[src/pes_pkg.sv]
`default_nettype none
package pes_pkg;
  localparam int PriorityLevels = 4;
  localparam int SlotsPerLevel  = 2;
  localparam int QueueDepth     = 4;
  localparam int TimerEntries   = 8;
  localparam int NumSlots       = PriorityLevels * SlotsPerLevel;
  localparam int SlotW          = 3;
  localparam int QPtrW          = (QueueDepth > 1) ? $clog2(QueueDepth) : 1;
  localparam int QFillW         = $clog2(QueueDepth + 1);
  localparam int TmrW           = (TimerEntries > 1) ? $clog2(TimerEntries) : 1;
  localparam int StoreDepth     = NumSlots * QueueDepth;
  localparam int StoreAw        = $clog2(StoreDepth);

  typedef enum logic [1:0] {
    OP_POST     = 2'd0,
    OP_TICK     = 2'd1,
    OP_DISPATCH = 2'd2,
    OP_UNUSED   = 2'd3
  } opcode_t;

  typedef struct packed {
    logic [1:0]  opcode;
    logic [2:0]  task_slot;
    logic [15:0] event_code;
    logic [31:0] data_word;
    logic [15:0] delay_ticks;
  } in_item_t;

  typedef struct packed {
    logic        status;
    logic        dispatch_valid;
    logic [2:0]  dispatch_slot;
    logic [15:0] dispatch_event;
    logic [31:0] dispatch_data;
    logic [3:0]  expired_count;
  } out_item_t;
endpackage
`default_nettype wire

[src/pes_if.sv]
`default_nettype none
interface pes_in_if;
  logic               valid;
  logic               ready;
  pes_pkg::in_item_t  payload;
  modport source (output valid, output payload, input ready);
  modport sink   (input valid, input payload, output ready);
endinterface

interface pes_out_if;
  logic               valid;
  logic               ready;
  pes_pkg::out_item_t payload;
  modport source (output valid, output payload, input ready);
  modport sink   (input valid, input payload, output ready);
endinterface

interface pes_cfg_if;
  logic       valid;
  logic       ready;
  logic [7:0] payload;
  modport source (output valid, output payload, input ready);
  modport sink   (input valid, input payload, output ready);
endinterface
`default_nettype wire

[src/priority_event_scheduler_with_timers_top.sv]
// channel | dir | payload
// in      | in  | opcode, task_slot, event_code, data_word, delay_ticks
// out     | out | status, dispatch_valid/slot/event/data, expired_count
// cfg     | in  | task_enable_mask (8 bits)
// Each op ends in S_DONE. Post: S_POST; dispatch: S_SCAN per slot, then S_DOUT
// if one is found; tick: S_TLOOK, S_TENQ on expiry and S_TNEXT per timer entry
// (8 entries), one entry at a time over the single event-store port. Reset is
// synchronous, no clearing pass needed. in is ready whenever the sequencer is
// idle; a result stalled on out holds the next item in its done state.
`default_nettype none
module priority_event_scheduler_with_timers_top (
  input  wire logic  clk,
  input  wire logic  rst,
  pes_in_if.sink     in,
  pes_out_if.source  out,
  pes_cfg_if.sink    cfg
);
  typedef enum logic [3:0] {
    S_IDLE, S_POST, S_SCAN, S_DRD, S_DOUT, S_TLOOK, S_TENQ, S_TNEXT, S_DONE
  } state_t;

  state_t state;
  pes_pkg::in_item_t  item;
  pes_pkg::out_item_t res;
  pes_pkg::out_item_t res_init;
  logic [7:0] mask;
  logic [47:0] store [pes_pkg::StoreDepth];
  logic [47:0] rd_data;
  logic [pes_pkg::QPtrW-1:0]  qhead [pes_pkg::NumSlots];
  logic [pes_pkg::QFillW-1:0] qfill [pes_pkg::NumSlots];
  logic [pes_pkg::TimerEntries-1:0] tbusy;
  logic [63:0] tpay [pes_pkg::TimerEntries];
  logic [2:0]  ttgt [pes_pkg::TimerEntries];
  logic [pes_pkg::TmrW:0] tidx;
  logic [pes_pkg::TmrW-1:0] ti;
  logic [3:0] scan;
  logic [15:0] dly;
  logic [2:0] sl;
  logic [pes_pkg::QPtrW-1:0] tail;
  logic [pes_pkg::TmrW-1:0] free_idx;
  logic free_any;
  logic slot_ok;
  logic [3:0] freed;

  assign cfg.ready = (state == S_IDLE);
  assign in.ready  = (state == S_IDLE);
  assign ti = tidx[pes_pkg::TmrW-1:0];

  function automatic logic en_ok(input logic [7:0] m, input logic [2:0] s);
    return (32'(s) < pes_pkg::NumSlots) && m[s];
  endfunction

  always_comb begin
    free_any = 1'b0;
    free_idx = '0;
    for (int i = pes_pkg::TimerEntries - 1; i >= 0; i--) begin
      if (!tbusy[i]) begin
        free_any = 1'b1;
        free_idx = pes_pkg::TmrW'(i);
      end
    end
  end

  always_comb begin
    res_init = '0;
    res_init.status = (in.payload.opcode == pes_pkg::OP_UNUSED);
  end

  // target slot of current enqueue (post or timer expiry)
  assign sl = (state == S_POST) ? item.task_slot : ttgt[ti];
  assign slot_ok = en_ok(mask, sl) && (32'(qfill[sl[pes_pkg::SlotW-1:0]]) < pes_pkg::QueueDepth);
  assign tail = pes_pkg::QPtrW'((32'(qhead[sl]) + 32'(qfill[sl])) % pes_pkg::QueueDepth);
  assign dly = tpay[ti][63:48];

  always_ff @(posedge clk) begin
    if (rst) begin
      state <= S_IDLE;
      out.valid <= 1'b0;
      mask <= '0;
      tbusy <= '0;
      for (int s = 0; s < pes_pkg::NumSlots; s++) begin
        qhead[s] <= '0;
        qfill[s] <= '0;
      end
    end else begin
      if (state == S_DONE && (!out.valid || out.ready)) out.valid <= 1'b1;
      else if (out.valid && out.ready) out.valid <= 1'b0;
      unique case (state)
        S_IDLE: begin
          if (cfg.valid) mask <= cfg.payload;
          if (in.valid && in.ready) begin
            item <= in.payload;
            res <= res_init;
            scan <= '0;
            tidx <= '0;
            freed <= '0;
            unique case (pes_pkg::opcode_t'(in.payload.opcode))
              pes_pkg::OP_POST:     state <= S_POST;
              pes_pkg::OP_TICK:     state <= S_TLOOK;
              pes_pkg::OP_DISPATCH: state <= S_SCAN;
              default:              state <= S_DONE;
            endcase
          end
        end
        S_POST: begin
          if (item.delay_ticks == '0) begin
            if (slot_ok) begin
              store[pes_pkg::StoreAw'(32'(sl) * pes_pkg::QueueDepth + 32'(tail))] <=
                {item.event_code, item.data_word};
              qfill[sl] <= qfill[sl] + 1'b1;
            end else res.status <= 1'b1;
          end else begin
            if (en_ok(mask, item.task_slot) && free_any) begin
              tbusy[free_idx] <= 1'b1;
              ttgt[free_idx] <= item.task_slot;
              tpay[free_idx] <= {item.delay_ticks, item.event_code, item.data_word};
            end else res.status <= 1'b1;
          end
          state <= S_DONE;
        end
        S_SCAN: begin
          if (scan == 4'(pes_pkg::NumSlots)) state <= S_DONE;
          else if (qfill[scan[2:0]] != '0) begin
            rd_data <= store[pes_pkg::StoreAw'(32'(scan[2:0]) * pes_pkg::QueueDepth
                                               + 32'(qhead[scan[2:0]]))];
            qhead[scan[2:0]] <= pes_pkg::QPtrW'((32'(qhead[scan[2:0]]) + 1) % pes_pkg::QueueDepth);
            qfill[scan[2:0]] <= qfill[scan[2:0]] - 1'b1;
            state <= S_DOUT;
          end else scan <= scan + 1'b1;
        end
        S_DOUT: begin
          res.dispatch_valid <= 1'b1;
          res.dispatch_slot <= scan[2:0];
          res.dispatch_event <= rd_data[47:32];
          res.dispatch_data <= rd_data[31:0];
          state <= S_DONE;
        end
        S_TLOOK: begin
          if (tidx == (pes_pkg::TmrW+1)'(pes_pkg::TimerEntries)) begin
            res.expired_count <= freed;
            state <= S_DONE;
          end else if (tbusy[ti]) begin
            if (dly != '0) tpay[ti][63:48] <= dly - 1'b1;
            state <= (dly <= 16'd1) ? S_TENQ : S_TNEXT;
          end else state <= S_TNEXT;
        end
        S_TENQ: begin
          if (slot_ok) begin
            store[pes_pkg::StoreAw'(32'(sl) * pes_pkg::QueueDepth + 32'(tail))] <=
              tpay[ti][47:0];
            qfill[sl] <= qfill[sl] + 1'b1;
            tbusy[ti] <= 1'b0;
            if (freed != 4'd15) freed <= freed + 1'b1;
          end
          state <= S_TNEXT;
        end
        S_TNEXT: begin
          tidx <= tidx + 1'b1;
          state <= S_TLOOK;
        end
        S_DONE: begin
          if (!out.valid || out.ready) begin
            out.payload <= res;
            state <= S_IDLE;
          end
        end
        default: state <= S_IDLE;
      endcase
    end
  end

`ifndef ASSERT_OFF
  a_no_accept_busy: assert property (@(posedge clk) disable iff (rst)
    (state != S_IDLE) |-> !in.ready) else $error("ready while busy");
  a_fill_bound: assert property (@(posedge clk) disable iff (rst)
    32'(qfill[0]) <= pes_pkg::QueueDepth) else $error("fill overflow");
  a_dispatch_only: assert property (@(posedge clk) disable iff (rst)
    (out.valid && out.payload.dispatch_valid) |-> !out.payload.status)
    else $error("bad dispatch result");
`endif
endmodule
`default_nettype wire

[src/flat_wrapper.sv]
// flat-port wrapper written by rule: the top's interface ports become plain ports
module priority_event_scheduler_with_timers_top_flat 
  (clk, rst, in_valid, in_payload, in_ready, out_valid, out_payload, out_ready, cfg_valid, cfg_payload, cfg_ready);
  pes_in_if in_i ();
  pes_out_if out_i ();
  pes_cfg_if cfg_i ();
  input  wire logic clk;
  input  wire logic rst;
  input wire logic [$bits(in_i.valid)-1:0] in_valid;
  input wire logic [$bits(in_i.payload)-1:0] in_payload;
  output wire logic [$bits(in_i.ready)-1:0] in_ready;
  output wire logic [$bits(out_i.valid)-1:0] out_valid;
  output wire logic [$bits(out_i.payload)-1:0] out_payload;
  input wire logic [$bits(out_i.ready)-1:0] out_ready;
  input wire logic [$bits(cfg_i.valid)-1:0] cfg_valid;
  input wire logic [$bits(cfg_i.payload)-1:0] cfg_payload;
  output wire logic [$bits(cfg_i.ready)-1:0] cfg_ready;
  assign in_i.valid = in_valid;
  assign in_i.payload = in_payload;
  assign in_ready = in_i.ready;
  assign out_valid = out_i.valid;
  assign out_payload = out_i.payload;
  assign out_i.ready = out_ready;
  assign cfg_i.valid = cfg_valid;
  assign cfg_i.payload = cfg_payload;
  assign cfg_ready = cfg_i.ready;
  priority_event_scheduler_with_timers_top u_core (.clk(clk), .rst(rst), .in(in_i), .out(out_i), .cfg(cfg_i));
endmodule
[config.mk]
export PLATFORM = sky130hd
export DESIGN_NAME = priority_event_scheduler_with_timers_top_flat
export DESIGN_NICKNAME = d
export VERILOG_FILES = /design/src/pes_pkg.sv /design/src/pes_if.sv /design/src/priority_event_scheduler_with_timers_top.sv /design/src/flat_wrapper.sv
export SDC_FILE = /design/constraint.sdc
export NUM_CORES = 2
export LEC_CHECK = 0
export BUFFER_PORTS_ARGS = -buffer_cell sky130_fd_sc_hd__buf_2
export CAP_MARGIN = 20
export CORE_MARGIN = 1.5
export CORE_UTILIZATION = 37
export CTS_CLUSTER_SIZE = 20
export DETAILED_ROUTE_END_ITERATION = 16
export HOLD_SLACK_MARGIN = 0.05
export PLACE_DENSITY_LB_ADDON = 0.1
export SLEW_MARGIN = 20
export SYNTH_ARGS = -nofsm -noshare
export SYNTH_HDL_FRONTEND = slang
export SYNTH_SLANG_ARGS = --single-unit
[constraint.sdc]
create_clock -name clk -period 19.4 [get_ports clk]
set_input_delay 0 -clock clk [delete_from_list [all_inputs] [get_ports clk]]
set_output_delay 0 -clock clk [all_outputs]
set_load 0.02 [all_outputs]
==> results.txt <==
The number of vias per cell is 5.49. The run finished with clean final reports. The wire length of the first global-routing pass came out at 347 mm. The via count of the first global-routing pass came out at 46100. The worst-case vdd ir drop came out at 0.0682 mV.

The core area came out at 245000 um2. The netlist area before placement came out at 91300 um2. The maximum clock insertion buffer count is 4.

Counting distinct cell types in the post-synthesis netlist gives 72. Counting flops and latches in the post-synthesis netlist gives 2380. The H-tree was split into 5 levels. Counting the buffers created by CTS gives 277.

The total number of placement rows is 182. The global placer's final weighted congestion is 0.780. The net count reported at finish came out at 4771.

For this run, the total global-route usage over all layers was measured as 0.196. The most used flip-flop cell after synthesis is sky130_fd_sc_hd__edfxtp_1. The worst hold path begins at rst. The count of yosys warnings during synthesis came out at 0. The final wirelength came out at 245 mm. The highest net fanout along the worst path is 92. The proportion of power drawn by the clock network is 0.403. At the worst endpoint, the required time is 20.02 ns. Of all flip-flops after synthesis, the portion carrying an async set or reset was 0. Counting flops with a built-in enable in the synthesized netlist gives 2353. The number of sinks driven by the clock tree came out at 2380.

The final-report hold violation count came to 0. Once placement finished, the instance area stood at 96500 um2. The final routed DRC violation total came out at 0.

The routed via count is 44400. The leakage component of the power is 33.6 nW. The number of nets with antenna violations after routing is 0. After detailed routing, the average wire length per cell comes to 30.2 um. After synthesis, the largest family of logic cells by area is multiplexers. Adding up every negative setup slack in the final design gives 0 ns. The net count of the mapped netlist is 4276.

In this run the clock root is driven by a sky130_fd_sc_hd__clkbuf_16. The clock-pin slew reported for the worst setup and hold paths after clock tree synthesis came out at 0.06 ns. The gate count after technology mapping is 4182. The number of antenna violations at the first check in global routing is 14. After global routing the overflow that remains totals 0. The slew at the pin closest to its max-slew limit is 1.17 ns. Across the run, the number of max-cap violations was 0.

The internal power of the cells totals 9.25 mW. The final instance area is 107000 um2. The worst setup path is captured at a flop. The part of the total power dissipated in combinational logic is 0.121. The post-synthesis sequential area ratio came out at 0.780. During placement, the flow inserted port buffers numbering 141. The buffers inserted during post-CTS setup optimization is 0.

The height of the chip is 500 um. On the final layout, the worst clock skew is 0.0760 ns. Setup violations remaining at the end of the flow were counted as 0. The achievable frequency came out at 0.170 GHz. The sequential cell fraction of total power is 0.476. The full die area is 250000 um2. The pin count of the biggest net entering global routing came out at 134. In the final layout, the share of cells above drive strength 1 is 0.274.

Setup repair after global routing left no endpoint under its margin. The die extent in x came out at 500 um. The starting density of the core came out at 0.372. The arithmetic-cell share of the synthesized area counting full adders, half adders and majority gates is 0.00165. The post-synthesis simple-gate area fraction is 0.0288. The setup path with the least slack is of type reg2reg. The complex-gate fraction of the synthesized area came out at 0.0261. The area growth from synthesis to layout came out at 16.8%. For this design the ratio of total power to cell area is 114 nW/um2. The DRC violation total after the first TritonRoute iteration is 4100. The fraction of the cycle the final worst path needs came out at 0.304.

The worst slew margin relative to its limit is 0.222. The multiplexer area fraction after synthesis came out at 0.150. The number of max-slew violations in the final report is 0.

STA classifies the critical path startpoint as a flop. Of the total synthesized cell area, the portion taken by XOR and XNOR cells is 0.00230. The HPWL after detailed placement is 134 mm. The clock latency on the worst-skew pair is 0.94 ns. The net switching power figure came out at 2.91 mW. The tightest min-delay check is of the in2reg type.

The data arrival time of the critical path came out at 6.52 ns. TritonCTS built the clock tree. The share of total power consumed by net switching is 0.239. During I/O placement, the number of pins put on the boundary was 142. The final critical delay including setup and external delays came out at 5.89 ns. The post-placement worst setup slack came out at 13.35 ns. The setup slack of the critical path after layout came out at 13.51 ns. The synthesized area per cell is 21.8 um2.

The detailed-routing iteration count for the pre-antenna-repair pass is 7.
## cell families after synthesis
group / count (synthesis)
adders and majority gates: 12
buffers and inverters: 248
AOI/OAI and AO/OA: 334
DFF: 2380
and+or+nand+nor: 503
xor gates and xnor gates: 24
muxes: 681
## stage by stage
step	power, mW	hold slack (ns)	instances	utilization
2_1_floorplan	6.87	0.0691	4182	-
3_3_place_gp	7.36	0.176	7435	0.393
3_5_place_dp	7.36	0.178	7438	0.393
4_1_cts	12.3	0.149	8082	0.434
5_1_grt	12.6	0.230	8084	0.434
6_report	12.2	0.246	8090	0.434
## cell usage in the layout (no fill, tap or decap), types with 8 or more instances in the layout
master and count:
sky130_fd_sc_hd__a21boi_0 11, sky130_fd_sc_hd__a21oi_1 28, sky130_fd_sc_hd__a22oi_1 195, sky130_fd_sc_hd__and2_1 112, sky130_fd_sc_hd__and3_4 10, sky130_fd_sc_hd__buf_2 141, sky130_fd_sc_hd__buf_4 111, sky130_fd_sc_hd__bufinv_16 16
sky130_fd_sc_hd__clkbuf_1 68, sky130_fd_sc_hd__clkbuf_16 284, sky130_fd_sc_hd__clkinv_1 53, sky130_fd_sc_hd__clkinv_2 29, sky130_fd_sc_hd__dfxtp_1 24, sky130_fd_sc_hd__dlygate4sd3_1 179, sky130_fd_sc_hd__edfxtp_1 2353, sky130_fd_sc_hd__ha_1 12
sky130_fd_sc_hd__inv_1 22, sky130_fd_sc_hd__mux2_2 93, sky130_fd_sc_hd__mux2_4 20, sky130_fd_sc_hd__mux2i_1 36, sky130_fd_sc_hd__mux4_2 529, sky130_fd_sc_hd__nand2_1 104, sky130_fd_sc_hd__nand3_1 37, sky130_fd_sc_hd__nand4_1 53
sky130_fd_sc_hd__nor2_1 75, sky130_fd_sc_hd__nor3_1 27, sky130_fd_sc_hd__nor3_2 20, sky130_fd_sc_hd__nor4_2 11, sky130_fd_sc_hd__o21ai_0 39, sky130_fd_sc_hd__or2_2 8, sky130_fd_sc_hd__xnor2_1 14, sky130_fd_sc_hd__xor2_1 9
## what timing repair did
item,4_1_cts,5_1_grt
resized for setup,0,0
endpoints found under the hold margin,130,0
hold buffers,179,0
setup endpoints to repair,0,0
## cells in the mapped netlist, drive strengths merged (12+ instances only)
library cell	number	area share
nor2	81	0.0033
nand4	53	0.0036
nand3	37	0.0020
edfxtp	2353	0.77
dfxtp	27	0.0059
a22oi	195	0.016
a21boi	12	0.00099
nor4	15	0.0010
xnor2	15	0.0014
nand2	105	0.0043
clkbuf	148	0.0061
mux2i	38	0.0042
inv	24	0.00099
nor3	47	0.0026
a21oi	30	0.0016
buf	76	0.0042
mux2	114	0.015
mux4	529	0.13
ha	12	0.0016
o21ai	44	0.0024
and3	12	0.00082
and2	113	0.0077
## worst max-delay path, cell delays in order (launching register included)
cell and delay (ns):
sky130_fd_sc_hd__dfxtp_1 0.75, sky130_fd_sc_hd__mux4_2 0.63, sky130_fd_sc_hd__mux2i_4 0.19, sky130_fd_sc_hd__buf_12 0.61, sky130_fd_sc_hd__buf_4 0.70, sky130_fd_sc_hd__buf_4 0.59, sky130_fd_sc_hd__buf_4 0.58, sky130_fd_sc_hd__mux4_2 0.57
sky130_fd_sc_hd__a22oi_1 0.57, sky130_fd_sc_hd__nand4_1 0.16
## final timing paths
path | endpoint | slack (ns) | depth (start not counted)
worst min register to register | u_core.out.payload[22] | 0.40 | 0
worst min-delay path | u_core.state[2] | 0.25 | 4
worst max register to register | u_core.rd_data[20] | 13.51 | 9
worst max-delay path | u_core.rd_data[20] | 13.51 | 9
## layout make-up
class / count / area, um2
Fill cell: 21100 / 139000
Clock buffer: 355 / 7400
Multi-Input combinational cell: 1554 / 19400
Inverter: 24 / 92.6
Sequential cell: 2380 / 71200
Antenna cell: 7 / 17.5
Tap cell: 3220 / 4030
Clock inverter: 110 / 948
Timing Repair Buffer: 440 / 3520
## per-layer routing
layer / track usage / wire length [um] / up-vias
li1: - / - / 18600
met1: 0.281 / 109000 / 24200
met2: 0.310 / 116000 / 1318
met3: 0.0368 / 14500 / 311
met4: 0.0462 / 4790 / 0
met5: 0 / 0 / -
## sequential cells by signal, indices dropped and copies added (netlist names), named ones only
register            count
u_core.freed            4
u_core.item            67
u_core.mask             8
u_core.out.payload     57
u_core.out.valid        1
u_core.qfill           24
u_core.qhead           16
u_core.rd_data         48
u_core.res             57
u_core.scan             4
u_core.state            4
u_core.store         1536
u_core.tbusy            8
u_core.tidx             4
u_core.tpay           512
u_core.ttgt            24
## power by group through the flow
stage | logic (mW) | clock network (mW) | registers, mW
6_report | 1.47 | 4.90 | 5.78
5_1_grt | 1.58 | 5.22 | 5.79
4_1_cts | 1.50 | 5.02 | 5.79
3_5_place_dp | 1.47 | 0 | 5.89
3_3_place_gp | 1.47 | 0 | 5.89
2_1_floorplan | 1.01 | 0 | 5.85
Note: power is estimated with default switching activity, not from simulation.
